**src/sv/glb_pkg.sv**
```systemverilog
// Shared types, constants and helpers for the greedy line breaker.
package glb_pkg;

  localparam int unsigned CpW    = 21;
  localparam int unsigned LenW   = 3;
  localparam int unsigned GlyphW = 8;
  localparam int unsigned PosW   = 16;
  localparam int unsigned LwW    = 24;
  localparam int unsigned LimitW = 16;
  localparam int unsigned CountW = 9;

  localparam logic [CpW-1:0] CpSpace      = CpW'(32'h20);
  localparam logic [CpW-1:0] CpLineFeed   = CpW'(32'h0a);
  localparam logic [CpW-1:0] CpAsciiEnd   = CpW'(32'h80);
  localparam logic [CpW-1:0] CpUnderscore = CpW'(32'h5f);
  localparam logic [CpW-1:0] CpApostrophe = CpW'(32'h27);

  localparam logic [LwW-1:0] WidthSat = {LwW{1'b1}};

  // configuration register indexes
  localparam logic CfgWidthLimit = 1'b0;
  localparam logic CfgMaxLines   = 1'b1;

  localparam logic [LimitW-1:0] WidthLimitRst = LimitW'(320);
  localparam logic [CountW-1:0] MaxLinesRst   = CountW'(16);

  // result queue depth; at least two so one item can push both results
  localparam int unsigned QDepth = 4;
  localparam int unsigned QPtrW  = $clog2(QDepth);
  localparam int unsigned QCntW  = $clog2(QDepth + 1);

  typedef struct packed {
    logic              last_char;
    logic [GlyphW-1:0] glyph_width;
    logic [LenW-1:0]   byte_length;
    logic [CpW-1:0]    code_point;
  } item_t;

  typedef struct packed {
    logic              done_res;
    logic [CountW-1:0] line_count;
    logic [PosW-1:0]   line_start;
  } res_t;

  // up to two results per character: a new line start, then the summary
  typedef struct packed {
    logic a_vld;
    res_t a;
    logic b_vld;
    res_t b;
  } push_t;

  function automatic logic is_punct(logic [CpW-1:0] cp);
    logic alnum;
    alnum = ((cp >= CpW'(32'h61)) && (cp <= CpW'(32'h7a)))
         || ((cp >= CpW'(32'h41)) && (cp <= CpW'(32'h5a)))
         || ((cp >= CpW'(32'h30)) && (cp <= CpW'(32'h39)))
         || (cp == CpUnderscore) || (cp == CpApostrophe);
    return (cp < CpAsciiEnd) && !alnum;
  endfunction

endpackage

```
**src/sv/glb_core.sv**
```systemverilog
// Per-character line state update and result generation.
module glb_core (
  input  logic                       clk_i,
  input  logic                       rst_ni,
  input  logic                       fire_i,
  input  glb_pkg::item_t             item_i,
  input  logic [glb_pkg::LimitW-1:0] width_limit_i,
  input  logic [glb_pkg::CountW-1:0] max_lines_i,
  output glb_pkg::push_t             push_o
);

  logic [glb_pkg::PosW-1:0]   byte_pos_q, byte_pos_d;
  logic [glb_pkg::LwW-1:0]    line_width_q, line_width_d;
  logic [glb_pkg::PosW-1:0]   break_off_q, break_off_d;
  logic [glb_pkg::LwW-1:0]    brk_width_q, brk_width_d;
  logic                       break_vld_q, break_vld_d;
  logic [glb_pkg::CountW-1:0] lines_q, lines_d;

  logic [glb_pkg::PosW-1:0]   pos_after;
  logic [glb_pkg::LwW:0]      sum;
  logic [glb_pkg::LwW-1:0]    lw;
  logic                       is_ws;
  logic                       is_lf;
  logic                       over;
  logic                       emit;
  logic                       rec;
  logic [glb_pkg::PosW-1:0]   off;
  logic [glb_pkg::CountW-1:0] lines_after;
  logic [glb_pkg::CountW-1:0] count;

  always_comb begin
    pos_after    = byte_pos_q + glb_pkg::PosW'(item_i.byte_length);
    sum          = {1'b0, line_width_q} + (glb_pkg::LwW + 1)'(item_i.glyph_width);
    lw           = sum[glb_pkg::LwW] ? glb_pkg::WidthSat : sum[glb_pkg::LwW-1:0];
    is_ws        = item_i.code_point <= glb_pkg::CpSpace;
    is_lf        = item_i.code_point == glb_pkg::CpLineFeed;
    over         = (lw > glb_pkg::LwW'(width_limit_i)) && break_vld_q;
    emit         = 1'b0;
    off          = break_off_q;
    line_width_d = line_width_q;
    break_off_d  = break_off_q;
    brk_width_d  = brk_width_q;
    break_vld_d  = break_vld_q;
    if (is_ws) begin
      if (is_lf) begin
        // line feed: a line start unless the text ends here
        off          = pos_after;
        emit         = !item_i.last_char;
        line_width_d = '0;
        break_vld_d  = 1'b0;
      end else begin
        line_width_d = lw;
        break_off_d  = pos_after;
        brk_width_d  = lw;
        break_vld_d  = 1'b1;
      end
    end else begin
      // overflow: break at the last break point, carry the tail width
      line_width_d = over ? lw - brk_width_q : lw;
      if (over) begin
        emit        = 1'b1;
        break_vld_d = 1'b0;
      end
      if (glb_pkg::is_punct(item_i.code_point)) begin
        break_off_d = pos_after;
        brk_width_d = line_width_d;
        break_vld_d = 1'b1;
      end
    end
    rec         = emit && (lines_q < max_lines_i);
    lines_after = rec ? lines_q + glb_pkg::CountW'(1) : lines_q;
    count       = (lines_after < max_lines_i) ? lines_after : max_lines_i;
    byte_pos_d  = pos_after;
    lines_d     = lines_after;
    if (item_i.last_char) begin
      byte_pos_d   = '0;
      line_width_d = '0;
      break_off_d  = '0;
      brk_width_d  = '0;
      break_vld_d  = 1'b0;
      lines_d      = glb_pkg::CountW'(1);
    end
  end

  always_comb begin
    push_o.a_vld        = fire_i && rec;
    push_o.a.line_start = off;
    push_o.a.line_count = lines_after;
    push_o.a.done_res   = 1'b0;
    push_o.b_vld        = fire_i && item_i.last_char;
    push_o.b.line_start = '0;
    push_o.b.line_count = count;
    push_o.b.done_res   = 1'b1;
  end

  always_ff @(posedge clk_i or negedge rst_ni) begin
    if (!rst_ni) begin
      byte_pos_q   <= '0;
      line_width_q <= '0;
      break_off_q  <= '0;
      brk_width_q  <= '0;
      break_vld_q  <= 1'b0;
      lines_q      <= glb_pkg::CountW'(1);
    end else if (fire_i) begin
      byte_pos_q   <= byte_pos_d;
      line_width_q <= line_width_d;
      break_off_q  <= break_off_d;
      brk_width_q  <= brk_width_d;
      break_vld_q  <= break_vld_d;
      lines_q      <= lines_d;
    end
  end

`ifndef SYNTHESIS
  a_lines_nonzero: assert property (@(posedge clk_i) disable iff (!rst_ni)
    lines_q != '0) else $error("line counter reached zero");

  a_clear_after_last: assert property (@(posedge clk_i) disable iff (!rst_ni)
    fire_i && item_i.last_char |=> byte_pos_q == '0 && lines_q == glb_pkg::CountW'(1)
      && !break_vld_q) else $error("text state not cleared after final character");

  a_line_recorded: assert property (@(posedge clk_i) disable iff (!rst_ni)
    fire_i && rec && !item_i.last_char |=> lines_q == $past(lines_q) + glb_pkg::CountW'(1))
    else $error("line start emitted without count advance");
`endif

endmodule

```
**src/sv/glb_fifo.sv**
```systemverilog
// Result queue taking up to two results per cycle, one out per cycle while ready.
module glb_fifo (
  input  logic                      clk_i,
  input  logic                      rst_ni,
  input  glb_pkg::push_t            push_i,
  output logic [glb_pkg::QCntW-1:0] count_o,
  output logic                      out_valid_o,
  input  logic                      out_ready_i,
  output glb_pkg::res_t             out_data_o
);

  glb_pkg::res_t              mem [glb_pkg::QDepth];
  logic [glb_pkg::QPtrW-1:0]  wr_q, wr_d;
  logic [glb_pkg::QPtrW-1:0]  rd_q, rd_d;
  logic [glb_pkg::QCntW-1:0]  cnt_q, cnt_d;
  logic                       pop;
  logic [glb_pkg::QPtrW-1:0]  wr_b;

  assign pop         = (cnt_q != '0) && out_ready_i;
  assign wr_b        = push_i.a_vld ? wr_q + glb_pkg::QPtrW'(1) : wr_q;
  assign out_valid_o = cnt_q != '0;
  assign out_data_o  = mem[rd_q];
  assign count_o     = cnt_q;

  always_comb begin
    wr_d  = wr_q + glb_pkg::QPtrW'(push_i.a_vld) + glb_pkg::QPtrW'(push_i.b_vld);
    rd_d  = rd_q + glb_pkg::QPtrW'(pop);
    cnt_d = cnt_q + glb_pkg::QCntW'(push_i.a_vld) + glb_pkg::QCntW'(push_i.b_vld)
          - glb_pkg::QCntW'(pop);
  end

  always_ff @(posedge clk_i) begin
    if (push_i.a_vld) begin
      mem[wr_q] <= push_i.a;
    end
    if (push_i.b_vld) begin
      mem[wr_b] <= push_i.b;
    end
  end

  always_ff @(posedge clk_i or negedge rst_ni) begin
    if (!rst_ni) begin
      wr_q  <= '0;
      rd_q  <= '0;
      cnt_q <= '0;
    end else begin
      wr_q  <= wr_d;
      rd_q  <= rd_d;
      cnt_q <= cnt_d;
    end
  end

`ifndef SYNTHESIS
  a_no_overfill: assert property (@(posedge clk_i) disable iff (!rst_ni)
    push_i.a_vld || push_i.b_vld |-> cnt_q <= glb_pkg::QCntW'(glb_pkg::QDepth - 2))
    else $error("push into queue without room for two results");

  a_count_bound: assert property (@(posedge clk_i) disable iff (!rst_ni)
    cnt_q <= glb_pkg::QCntW'(glb_pkg::QDepth)) else $error("queue count beyond depth");
`endif

endmodule

```
**src/sv/greedy_line_breaker.sv**
```systemverilog
// Greedy line breaker top level: input register, config registers, core and result queue.
// One decoded character is taken per beat (code point, byte length and glyph width in
// tdata, final character on tlast) and the block sustains one character per cycle while
// the result queue has room. Results leave one per beat: a line start (done flag low)
// when a line break is recorded, and a summary with the line count on tlast after the
// final character. The result port is the limit: a character that yields both a line
// start and the summary costs two output beats, a four-entry result queue absorbs the
// extra beat, and input stalls only while that queue cannot hold two more results.
// The user must write configuration through the cfg port only while idle (not enforced).
module greedy_line_breaker (
  input  logic        clk_i,
  input  logic        rst_ni,
  input  logic        cfg_valid_i,
  output logic        cfg_ready_o,
  input  logic        cfg_index_i,
  input  logic [15:0] cfg_data_i,
  input  logic        s_axis_tvalid_i,
  output logic        s_axis_tready_o,
  // [20:0] code_point, [23:21] byte_length, [31:24] glyph_width
  input  logic [31:0] s_axis_tdata_i,
  input  logic        s_axis_tlast_i,
  output logic        m_axis_tvalid_o,
  input  logic        m_axis_tready_i,
  // [15:0] line_start, [24:16] line_count, [31:25] zero
  output logic [31:0] m_axis_tdata_o,
  output logic        m_axis_tlast_o
);

  logic [glb_pkg::LimitW-1:0] width_limit_q;
  logic [glb_pkg::CountW-1:0] max_lines_q;
  glb_pkg::item_t             in_q;
  logic                       in_vld_q;
  logic                       room;
  logic                       fire;
  logic                       take;
  logic [glb_pkg::QCntW-1:0]  q_count;
  glb_pkg::push_t             push;
  glb_pkg::res_t              res;

  assign cfg_ready_o     = 1'b1;
  assign room            = q_count <= glb_pkg::QCntW'(glb_pkg::QDepth - 2);
  assign fire            = in_vld_q && room;
  assign s_axis_tready_o = !in_vld_q || room;
  assign take            = s_axis_tvalid_i && s_axis_tready_o;

  always_ff @(posedge clk_i or negedge rst_ni) begin
    if (!rst_ni) begin
      width_limit_q <= glb_pkg::WidthLimitRst;
      max_lines_q   <= glb_pkg::MaxLinesRst;
    end else if (cfg_valid_i && cfg_ready_o) begin
      unique case (cfg_index_i)
        glb_pkg::CfgWidthLimit: width_limit_q <= cfg_data_i;
        glb_pkg::CfgMaxLines:   max_lines_q   <= cfg_data_i[glb_pkg::CountW-1:0];
        default:                width_limit_q <= width_limit_q;
      endcase
    end
  end

  always_ff @(posedge clk_i or negedge rst_ni) begin
    if (!rst_ni) begin
      in_vld_q <= 1'b0;
    end else if (take) begin
      in_vld_q <= 1'b1;
    end else if (fire) begin
      in_vld_q <= 1'b0;
    end
  end

  // hold the beat until the core consumes it
  always_ff @(posedge clk_i) begin
    if (take) begin
      in_q.code_point  <= s_axis_tdata_i[20:0];
      in_q.byte_length <= s_axis_tdata_i[23:21];
      in_q.glyph_width <= s_axis_tdata_i[31:24];
      in_q.last_char   <= s_axis_tlast_i;
    end
  end

  glb_core u_core (
    .clk_i         (clk_i),
    .rst_ni        (rst_ni),
    .fire_i        (fire),
    .item_i        (in_q),
    .width_limit_i (width_limit_q),
    .max_lines_i   (max_lines_q),
    .push_o        (push)
  );

  glb_fifo u_fifo (
    .clk_i       (clk_i),
    .rst_ni      (rst_ni),
    .push_i      (push),
    .count_o     (q_count),
    .out_valid_o (m_axis_tvalid_o),
    .out_ready_i (m_axis_tready_i),
    .out_data_o  (res)
  );

  assign m_axis_tdata_o = {7'b0, res.line_count, res.line_start};
  assign m_axis_tlast_o = res.done_res;

endmodule

```
**config.mk**
```make
export PLATFORM = sky130hd
export DESIGN_NAME = greedy_line_breaker
export DESIGN_NICKNAME = d
export VERILOG_FILES = /design/src/sv/glb_pkg.sv /design/src/sv/glb_core.sv /design/src/sv/glb_fifo.sv /design/src/sv/greedy_line_breaker.sv
export SDC_FILE = /design/constraint.sdc
export NUM_CORES = 1
export LEC_CHECK = 0
export ABC_AREA = 0
export BUFFER_PORTS_ARGS = -buffer_cell sky130_fd_sc_hd__buf_4
export CORE_MARGIN = 3
export CORE_UTILIZATION = 50
export CTS_BUF_LIST = sky130_fd_sc_hd__clkbuf_8
export CTS_CLUSTER_SIZE = 40
export DETAILED_ROUTE_END_ITERATION = 10
export PLACE_DENSITY = 0.68
export SKIP_CTS_REPAIR_TIMING = 1
export SLEW_MARGIN = 10
export SYNTH_ARGS = -nofsm -noshare
export SYNTH_HDL_FRONTEND = slang
export SYNTH_SLANG_ARGS = --single-unit
```
**constraint.sdc**
```tcl
create_clock -name clk_i -period 9 [get_ports clk_i]
set_input_delay 2.7 -clock clk_i [delete_from_list [all_inputs] [get_ports clk_i]]
set_output_delay 2.7 -clock clk_i [all_outputs]
set_load 0.005 [all_outputs]
```
==> qor.csv, run 1 <==
metric;value;unit
result of the run;finished clean;
Core Region;27900;um2
accumulated negative setup slack;0;ps
CP endpoint kind;flip-flop;
post-synthesis cell type with the largest combined area;sky130_fd_sc_hd__dfrtp_1;
worst-margin pin slew;1070;ps
clock slew seen by the registers of the worst setup and hold paths;60;ps
cell with the biggest individual delay on the critical path;sky130_fd_sc_hd__o311ai_4;
total grt overflow;0;
residual antenna-violating net count after detailed routing;0;
clock tree from TritonCTS;yes;
count of buffering cells on the critical path with inverters included;1;
overall die width;175;um
arrival time worst endpoint;8610;ps
startpoint types;flip-flop;
Worst Skew;27.3;ps
crit path max fanout;10;
Crit. path cell count;29;
hold path start;u_fifo.mem[1][25];
ratio of cells with drive above 1 in the final layout;16.1;%
FILL cells;2460;
overall die area;30500;um2
time the worst path needs with I/O delays and setup;8300;ps
area occupied by multi-input gates;7160;um2
Post-DP HPWL;23400;um
total number of H-tree levels;2;
total iterations of the first detailed-routing run;5;
clock root buffer master;sky130_fd_sc_hd__clkbuf_8;
endpoints failing hold;0;
synthesized netlist cell count;1428;
number of antenna violations at the first check in global routing;1;
quantity of I/O buffers inserted on ports;82;
Die Ht;175;um
peak clock frequency supported by timing;0.120;GHz
first-iteration detailed-routing DRC count;615;
Initial Utilization;51.0;%
number of synthesized flops with an enable pin;69;
cell repeated most along the worst path;sky130_fd_sc_hd__a21o_1;
post-detailed-route DRC marker count;0;
CTS Buffer Depth;3;
startpoint of the most critical register-to-register path;in_q[24];
cell leakage power;0.00716;uW
setup slack after placement;618;ps
wire length per cell;17.3;um
cell family with most CP delay;compound AO/OA/AOI/OAI gates;
clk_lat worst skew;570;ps
area taken by flip-flops and latches;6520;um2
R2R cell count;29;
primary flip-flop cell chosen by synthesis mapping;sky130_fd_sc_hd__dfrtp_1;
via count;10800;
per-cell via count in the routed design;5.60;
placer congestion estimate;0.870;
final setup violation count;0;
clock sink count;260;
fin. max-slew vios;0;
mapped cell area;14200;um2
post-synthesis to final-layout area growth;13.7;%
share of async-settable or async-resettable flops after synthesis;47.3;%
mean instance size in the synthesized netlist;9.97;um2
Layout Utilization;58.0;%
critical path class;reg -> reg;
stage delay of the slowest cell on the critical path;560;ps
clock buffer count from CTS;46;
pin count of the biggest net entering global routing;63;
via count of the first global-routing pass;10900;
power density cells;276;nW/um2
required arrival time at the worst endpoint;9300;ps
Critical R2R Capture;u_fifo.mem[3][23];
number of register bits inferred by synthesis;260;
worst min path class;reg -> reg;
number of warnings printed during yosys synthesis;0;
row count;61;
area share of the leading cell type in the synthesized netlist;20.9;%
sum of routed wire length over all layers;33300;um
distinct cell type count after synthesis;68;
number of violations of the max-capacitance limit;0;
Worst Hold Path Cells;2;
GRT Total Usage;22.2;%
worst hold-check slack;450;ps
wire length of the first global-routing pass;55800;um
top cells by area in the synthesized netlist;sky130_fd_sc_hd__dfrtp_1 21%, sky130_fd_sc_hd__edfxtp_1 15%, sky130_fd_sc_hd__dfxtp_1 9.6%;
minimum setup slack among reg-to-reg paths;700;ps
worst slew slack as a fraction of its limit;27.4;%
Final Cycle Share;92.3;%
RSZ-0062 raised after global routing;no;
part of the Yosys area used for sequential elements;45.8;%
Top-Level Pins;91;
endpoint of the worst hold path;u_fifo.mem[1][25];
net count reported at finish;1645;
final critical-path setup slack;697;ps
maximum vdd drop;191;uV
==> cell usage after synthesis (6+ instances only) <==
library cell,number
sky130_fd_sc_hd__mux4_2,26
sky130_fd_sc_hd__clkbuf_1,38
sky130_fd_sc_hd__ha_1,74
sky130_fd_sc_hd__dfrtp_1,119
sky130_fd_sc_hd__o211ai_1,12
sky130_fd_sc_hd__nand2_1,160
sky130_fd_sc_hd__inv_1,84
sky130_fd_sc_hd__nand4_1,12
sky130_fd_sc_hd__dfxtp_1,68
sky130_fd_sc_hd__a21oi_1,87
sky130_fd_sc_hd__nor4_1,7
sky130_fd_sc_hd__fa_1,6
sky130_fd_sc_hd__buf_1,6
sky130_fd_sc_hd__or2_2,7
sky130_fd_sc_hd__mux2_2,22
sky130_fd_sc_hd__a22o_1,14
sky130_fd_sc_hd__buf_2,20
sky130_fd_sc_hd__nor3_1,14
sky130_fd_sc_hd__xnor2_1,34
sky130_fd_sc_hd__nand3_1,27
sky130_fd_sc_hd__and2_1,7
sky130_fd_sc_hd__nand2b_1,12
sky130_fd_sc_hd__o31ai_1,14
sky130_fd_sc_hd__mux2i_1,61
sky130_fd_sc_hd__and3_1,9
sky130_fd_sc_hd__a21o_1,23
sky130_fd_sc_hd__o21ai_0,111
sky130_fd_sc_hd__o2bb2ai_1,32
sky130_fd_sc_hd__nor2b_1,14
sky130_fd_sc_hd__edfxtp_1,69
sky130_fd_sc_hd__buf_4,8
sky130_fd_sc_hd__nor2_1,137
sky130_fd_sc_hd__xor2_1,18
sky130_fd_sc_hd__a211oi_1,11
==> worst register-to-register path, delay by kind of cell (launching register included) <==
family                     cells  cell delay (ps)
AOI/OAI and AO/OA             17             4200
xor gates and xnor gates       1              450
adders and majority gates      4             1370
buffers and inverters          1               90
DFF                            1              360
and+or+nand+nor                6             1550
==> flip-flops by register name, indices dropped and copies added, names as in the netlist, 3 cells and up <==
name	count
u_fifo.count_o	3
u_core.break_off_q	16
max_lines_q	9
u_fifo.mem	104
u_core.byte_pos_q	16
in_q	33
width_limit_q	16
u_core.line_width_q	24
u_core.brk_width_q	24
u_core.lines_q	9
==> cell type report <==
| class | instances | area share [%] |
|---|---|---|
| multi-input cells | 1017 | 44.2 |
| flip-flops and latches | 260 | 40.3 |
| clock buffers | 57 | 4.85 |
| repair buffers | 100 | 4.64 |
| well taps | 378 | 2.92 |
| inverters | 85 | 1.97 |
| clock inverters | 28 | 1.11 |
| diodes | 1 | 0.0155 |
==> report_power, final <==
group          total [uW]  internal, uW  leakage [uW]  switching [uW]
clock                1120           632      0.000571             492
combinational        1860           769       0.00379            1090
sequential           1480          1380       0.00280             103
total                4470          2780       0.00716            1690
==> logic make-up (layout without fill, tap and decap cells) <==
| logic type | count (synthesis) | in the layout | share of synthesized area (%) |
|---|---|---|---|
| muxes | 113 | 113 | 10.5 |
| other | 2 | 9 | 0.0527 |
| xor gates and xnor gates | 52 | 52 | 3.20 |
| adders and majority gates | 80 | 80 | 7.35 |
| AOI/OAI and AO/OA | 343 | 343 | 15.3 |
| buffers and inverters | 157 | 270 | 4.53 |
| and+or+nand+nor | 421 | 421 | 13.3 |
| DFF | 260 | 260 | 45.8 |
==> cells in the final DEF, fill, tap and decap left out, drive strengths merged, types with 12 or more instances in the layout <==
cell type    n
nand2      160
nor2b       14
nand2b      12
a21o        23
dfrtp      119
nor3        14
nor2       137
mux4        26
dfxtp       68
edfxtp      69
mux2        22
xnor2       34
xor2        18
o211ai      13
buf        100
nand4       14
o2bb2ai     32
clkbuf      57
mux2i       65
o21ai      112
o31ai       14
nand3       27
a21oi       88
a22o        14
ha          74
inv        108
==> metal layers <==
metal	wire (um)	share of wire, %	vias to the layer above	global-route usage, %
li1	-	-	5261	-
met1	15400	46	5193	31.0
met2	15400	46	266	35.8
met3	1630	4.9	61	3.28
met4	895	2.7	0	7.21
met5	0	0	-	0
==> per-stage QoR <==
| stage | area, um2 | instances | power (uW) |
|---|---|---|---|
| detailed placement | 15200 | 1840 | 3350 |
| global placement | 15200 | 1840 | 3320 |
| finish | 16200 | 1926 | 4470 |
| CTS | 16200 | 1925 | 4500 |
| floorplan | 14300 | 1434 | 2880 |
| global route | 16200 | 1925 | 4810 |
==> worst max-delay path by stage <==
stage,endpoint,slack [ps],start
2_1_floorplan,u_fifo.mem[0][17],2120,in_q[24]
3_3_place_gp,u_fifo.mem[0][17],850,in_q[24]
3_5_place_dp,u_fifo.mem[0][23],620,in_q[24]
4_1_cts,u_fifo.mem[0][23],650,in_q[24]
5_1_grt,u_fifo.mem[2][17],110,in_q[24]
6_report,u_fifo.mem[3][23],700,in_q[24]
(Power assumes the default switching activity.)
==> run 2, diff against run 1 <==
SYNTH_HIERARCHICAL = 1   (was default)
==> run 2 against run 1 <==
- sequential share of layout area up 1.9 points
- routed wire length down 0.91%
- synthesized area up 7.2%
- largest cell class unchanged
- first-iteration DRC count down 1.1%
- utilization down 0.81 points
- sequential power up 7%
- die area up 7.0%
- global-route usage down 1.9 points
- count of clock-buffer cells in the layout down 8
==> qor.csv, run 2 <==
metric;value;unit
Setup crit end;u_fifo/mem[3][24];
total power draw;4630;uW
total iterations of the first detailed-routing run;5;
time the worst path needs with I/O delays and setup;7690;ps
GRT Total Usage;20.3;%
via count;10200;
net count reported at finish;1522;
total grt overflow;0;
count of buffering cells on the critical path with inverters included;0;
share of async-settable or async-resettable flops after synthesis;47.3;%
number of warnings printed during yosys synthesis;6;
setup slack after placement;1300;ps
Critical R2R Capture;u_fifo/mem[3][24];
per-cell via count in the routed design;5.61;
wire length of the first global-routing pass;54300;um
overall die width;181;um
R2R cell count;27;
CP endpoint kind;flip-flop;
cell leakage power;0.00728;uW
worst min path class;reg -> reg;
most common cell in the synthesized netlist;sky130_fd_sc_hd__edfxtp_1;
worst slew slack as a fraction of its limit;23.9;%
arrival time worst endpoint;8000;ps
startpoint of the most critical register-to-register path;in_q[24];
peak clock frequency supported by timing;0.130;GHz
part of the Yosys area used for sequential elements;47.1;%
Final Cycle Share;85.5;%
commonest non-fill, non-tap cell in the layout;sky130_fd_sc_hd__edfxtp_1;
most frequent cells after synthesis;137 x sky130_fd_sc_hd__edfxtp_1, 127 x sky130_fd_sc_hd__mux2_2, 119 x sky130_fd_sc_hd__dfrtp_1;
post-detailed-route DRC marker count;0;
cell count after placement;1730;
Crit. path cell count;27;
ratio of cells with drive above 1 in the final layout;25.4;%
result of the run;finished clean;
final setup violation count;0;
stage delay of the slowest cell on the critical path;490;ps
mean instance size in the synthesized netlist;11.7;um2
residual antenna-violating net count after detailed routing;0;
area taken by flip-flops and latches;7200;um2
beginning of the critical path;in_q[24];
top library cells by usage in the layout, fill and taps aside;137 x sky130_fd_sc_hd__edfxtp_1, 127 x sky130_fd_sc_hd__mux2_2, 119 x sky130_fd_sc_hd__dfrtp_1;
FILL cells;2461;
primary flip-flop cell chosen by synthesis mapping;sky130_fd_sc_hd__edfxtp_1;
clock buffer count from CTS;46;
row count;63;
Largest regs;u_fifo/mem x104, in_q x33;
M1 wire length;15400;um
critical path class;reg -> reg;
minimum setup slack among reg-to-reg paths;1310;ps
pin count of the biggest net entering global routing;73;
RSZ-0062 raised after global routing;no;
clock slew seen by the registers of the worst setup and hold paths;60;ps
DR WL met3;1500;um
worst-margin pin slew;1140;ps
clk_lat worst skew;590;ps
post-synthesis cell type with the largest combined area;sky130_fd_sc_hd__edfxtp_1;
CTS Buffer Depth;3;
startpoint types;flip-flop;
total number of H-tree levels;2;
clock sink count;260;
number of register bits inferred by synthesis;260;
quantity of I/O buffers inserted on ports;82;
area occupied by multi-input gates;7400;um2
count of inserted antenna diode cells;0;
first-iteration detailed-routing DRC count;608;
crit path max fanout;17;
final cell count without fillers;1814;
post-synthesis to final-layout area growth;11.8;%
number of antenna violations at the first check in global routing;0;
required arrival time at the worst endpoint;9310;ps
synthesized netlist cell count;1301;
endpoints failing hold;0;
number of synthesized flops with an enable pin;137;
maximum vdd drop;130;uV
final critical-path setup slack;1310;ps
cell family with most CP delay;compound AO/OA/AOI/OAI gates;
sum of routed wire length over all layers;33000;um
Max Used Layer;met4;
number of violations of the max-capacitance limit;0;
accumulated negative setup slack;0;ps
cell with the biggest individual delay on the critical path;sky130_fd_sc_hd__nand3_1;
fin. max-slew vios;0;
Die Ht;181;um
Post-DP HPWL;22000;um
length of routed met2 wiring;15600;um
Core Region;29900;um2
Initial Utilization;51.1;%
mapped cell area;15300;um2
wire length per cell;18.2;um
register bank with the most flops;u_fifo/mem;
area share of the leading cell type in the synthesized netlist;27.0;%
Worst Skew;38.8;ps
clock root buffer master;sky130_fd_sc_hd__clkbuf_8;
clock tree from TritonCTS;yes;
distinct cell type count after synthesis;87;
top cells by area in the synthesized netlist;sky130_fd_sc_hd__edfxtp_1 27%, sky130_fd_sc_hd__dfrtp_1 20%, sky130_fd_sc_hd__mux2_2 9.4%;
power density cells;271;nW/um2
cell repeated most along the worst path;sky130_fd_sc_hd__ha_1;
overall die area;32700;um2
placer congestion estimate;0.884;
via count of the first global-routing pass;10300;
max FFs per register;104;
Top-Level Pins;91;
run 2: through the flow:
step / instance area [um2] / hold slack, ps / util (%)
6_report: 17100 / 478 / 57.1
5_1_grt: 17100 / 508 / 57.1
4_1_cts: 17100 / 478 / 57.1
3_5_place_dp: 16100 / 468 / 53.9
3_3_place_gp: 16100 / 460 / 53.9
2_1_floorplan: 15300 / 446 / -
run 2: how the worst min path moves through the flow:
stage | from | endpoint | slack (ps) | depth (start not counted)
2_1_floorplan | u_core/break_off_q[0] | u_core/break_off_q[0] | 450 | 2
3_3_place_gp | u_core/break_off_q[3] | u_core/break_off_q[3] | 460 | 2
3_5_place_dp | u_core/break_off_q[7] | u_core/break_off_q[7] | 470 | 2
4_1_cts | u_core/brk_width_q[16] | u_core/brk_width_q[16] | 480 | 2
5_1_grt | u_core/break_off_q[4] | u_core/break_off_q[4] | 510 | 2
6_report | u_core/break_off_q[7] | u_core/break_off_q[7] | 480 | 2
run 2: worst register-to-register path, delay by kind of cell, from the launching register on:
kind	cells	cell delay [ps]
mux	2	710
compound gates	14	3300
flops	1	360
fa+ha+maj	4	1420
simple gates	6	1200
xor+xnor	1	450
run 2: kinds of logic (layout without fill, tap and decap cells):
group	Yosys count	after routing	share of synthesized area [%]
AO/OA/AOI/OAI	278	278	12.5
XOR/XNOR	54	54	3.10
adder cells (fa/ha/maj)	79	79	6.77
buffers and inverters	153	254	5.06
flip-flops	260	260	47.1
multiplexers	187	187	15.9
other	4	26	0.0983
AND/OR/NAND/NOR	286	286	9.47
run 2: report_power, final:
group	internal, uW	leakage [uW]	switching [uW]	total [uW]
logic	832	0.00387	1050	1890
clock network	654	0.000557	499	1150
registers	1470	0.00285	114	1590
run 2: metal layers:
metal	up-vias	global-route usage, %
met1	4946	28.4
met5	-	0
met3	44	3.76
met2	231	33.0
li1	4948	-
met4	0	4.76
run 2: area by class of cell:
class	count	area share, %
clock buffer	49	3.95
clock inverter	35	1.74
inverter	70	1.54
multi-input combinational	910	43.4
sequential	260	42.2
tap	390	2.86
timing repair buffer	100	4.40
==> run 3, diff against run 2 <==
PLACE_DENSITY = 0.7   (was 0.68)
==> run 3 against run 2 <==
- worst hold slack lost 3.2 ps
- clock power decreased by 14%
- first-iteration DRC count increased by 20%
- setup slack got worse by 160 ps
- via count is 0.70% higher
- fmax is 2.0% lower
- combinational power is essentially flat
- die area unchanged
- register-to-register slack worse by 160 ps
- global-route usage increased by 0.17 points
- critical path depth unchanged
- critical path type unchanged
- largest power group unchanged
- highest routed layer unchanged
==> qor.csv, run 3 (synthesized netlist as in run 2, its figures left out) <==
metric;value;unit
result of the run;finished clean;
RSZ-0062 raised after global routing;no;
max FFs per register;104;
accumulated negative setup slack;0;ps
post-detailed-route DRC marker count;0;
crit path max fanout;17;
required arrival time at the worst endpoint;9300;ps
total iterations of the first detailed-routing run;5;
peak clock frequency supported by timing;0.127;GHz
count of inserted antenna diode cells;0;
total grt overflow;0;
Die Ht;181;um
residual antenna-violating net count after detailed routing;0;
worst hold-check slack;475;ps
Largest regs;u_fifo/mem x104, in_q x33;
CP endpoint kind;flip-flop;
post-synthesis to final-layout area growth;11.0;%
arrival time worst endpoint;8150;ps
clock sink count;260;
Initial Utilization;51.1;%
total number of H-tree levels;2;
maximum vdd drop;131;uV
worst slew slack as a fraction of its limit;27.1;%
clock root buffer master;sky130_fd_sc_hd__clkbuf_8;
cell leakage power;0.00723;uW
quantity of I/O buffers inserted on ports;82;
clk_lat worst skew;580;ps
net count reported at finish;1522;
via count;10200;
time the worst path needs with I/O delays and setup;7850;ps
GRT Total Usage;20.4;%
pin count of the biggest net entering global routing;84;
number of violations of the max-capacitance limit;0;
Core Region;29900;um2
first-iteration detailed-routing DRC count;729;
clock tree from TritonCTS;yes;
cell repeated most along the worst path;sky130_fd_sc_hd__ha_1;
Final Cycle Share;87.2;%
row count;63;
sum of routed wire length over all layers;33100;um
overall die width;181;um
startpoint types;flip-flop;
cell with the biggest individual delay on the critical path;sky130_fd_sc_hd__nand3_1;
top library cells by usage in the layout, fill and taps aside;137 x sky130_fd_sc_hd__edfxtp_1, 127 x sky130_fd_sc_hd__mux2_2, 119 x sky130_fd_sc_hd__dfrtp_1;
Top-Level Pins;91;
critical path class;reg -> reg;
Worst Skew;38.2;ps
wire length per cell;18.2;um
stage delay of the slowest cell on the critical path;520;ps
final setup violation count;0;
number of antenna violations at the first check in global routing;0;
clock buffer count from CTS;45;
commonest non-fill, non-tap cell in the layout;sky130_fd_sc_hd__edfxtp_1;
wire length of the first global-routing pass;54700;um
worst min path class;reg -> reg;
overall die area;32700;um2
CTS Buffer Depth;3;
endpoints failing hold;0;
placer congestion estimate;0.863;
fin. max-slew vios;0;
ratio of cells with drive above 1 in the final layout;25.0;%
worst-margin pin slew;1090;ps
power density cells;264;nW/um2
Post-DP HPWL;22200;um
register bank with the most flops;u_fifo/mem;
clock slew seen by the registers of the worst setup and hold paths;50;ps
per-cell via count in the routed design;5.64;
via count of the first global-routing pass;10600;
## run 3: cell types whose count changed in the layout (fill, tap and decap cells not counted), sizes merged
cell	delta
inv	+2
clkinv	+3
clkbuf	-1
bufinv	-5
buf	+1
## run 3: path summary, 6_finish.rpt
path | from | end | slack, ps | depth (start not counted)
setup reg to reg | in_q[24] | u_fifo/mem[2][23] | 1150 | 27
setup / recovery | in_q[24] | u_fifo/mem[2][23] | 1150 | 27
hold reg to reg | u_core/brk_width_q[16] | u_core/brk_width_q[16] | 480 | 2
hold / removal | u_core/brk_width_q[16] | u_core/brk_width_q[16] | 480 | 2
min in group asynchronous | rst_ni | u_core/brk_width_q[3] | 2310 | 1
max in group asynchronous | rst_ni | u_core/line_width_q[22] | 5550 | 2
## run 3: power breakdown
group          internal, uW  switching [uW]
Combinational           835            1070
Sequential             1470             110
Clock                   500             487
Total                  2810            1670
## run 3: cell type report
| cell class | instances | area, um2 |
|---|---|---|
| multi-input cells | 910 | 7400 |
| fillers | 2504 | 12900 |
| clock buffers | 48 | 661 |
| well taps | 390 | 488 |
| flip-flops and latches | 260 | 7200 |
| inverters | 70 | 263 |
| clock inverters | 35 | 170 |
| repair buffers | 101 | 758 |
## run 3: critical path: cells and delay by family (launching register included)
kind	cells	cell delay, ps
flops	1	390
fa+ha+maj	4	1420
compound gates	14	3350
simple gates	6	1280
mux	2	690
xor+xnor	1	430
## run 3: through the flow
stage	power, uW	instance area, um2	setup WS (ps)	utilization [%]	instances
after detailed placement	3490	16100	1200	53.9	1731
after floorplan	2960	15300	2210	-	1323
after global placement	3460	16100	1520	53.9	1731
after CTS	4510	16900	1210	56.7	1814
after global routing	4790	16900	612	56.7	1814
final	4470	16900	1150	56.7	1814
## run 3: per-layer routing
metal	GRT usage, %	wire [um]
met1	27.9	15000
met2	33.5	15600
met3	3.68	1670
met4	6.42	848
met5	0	0
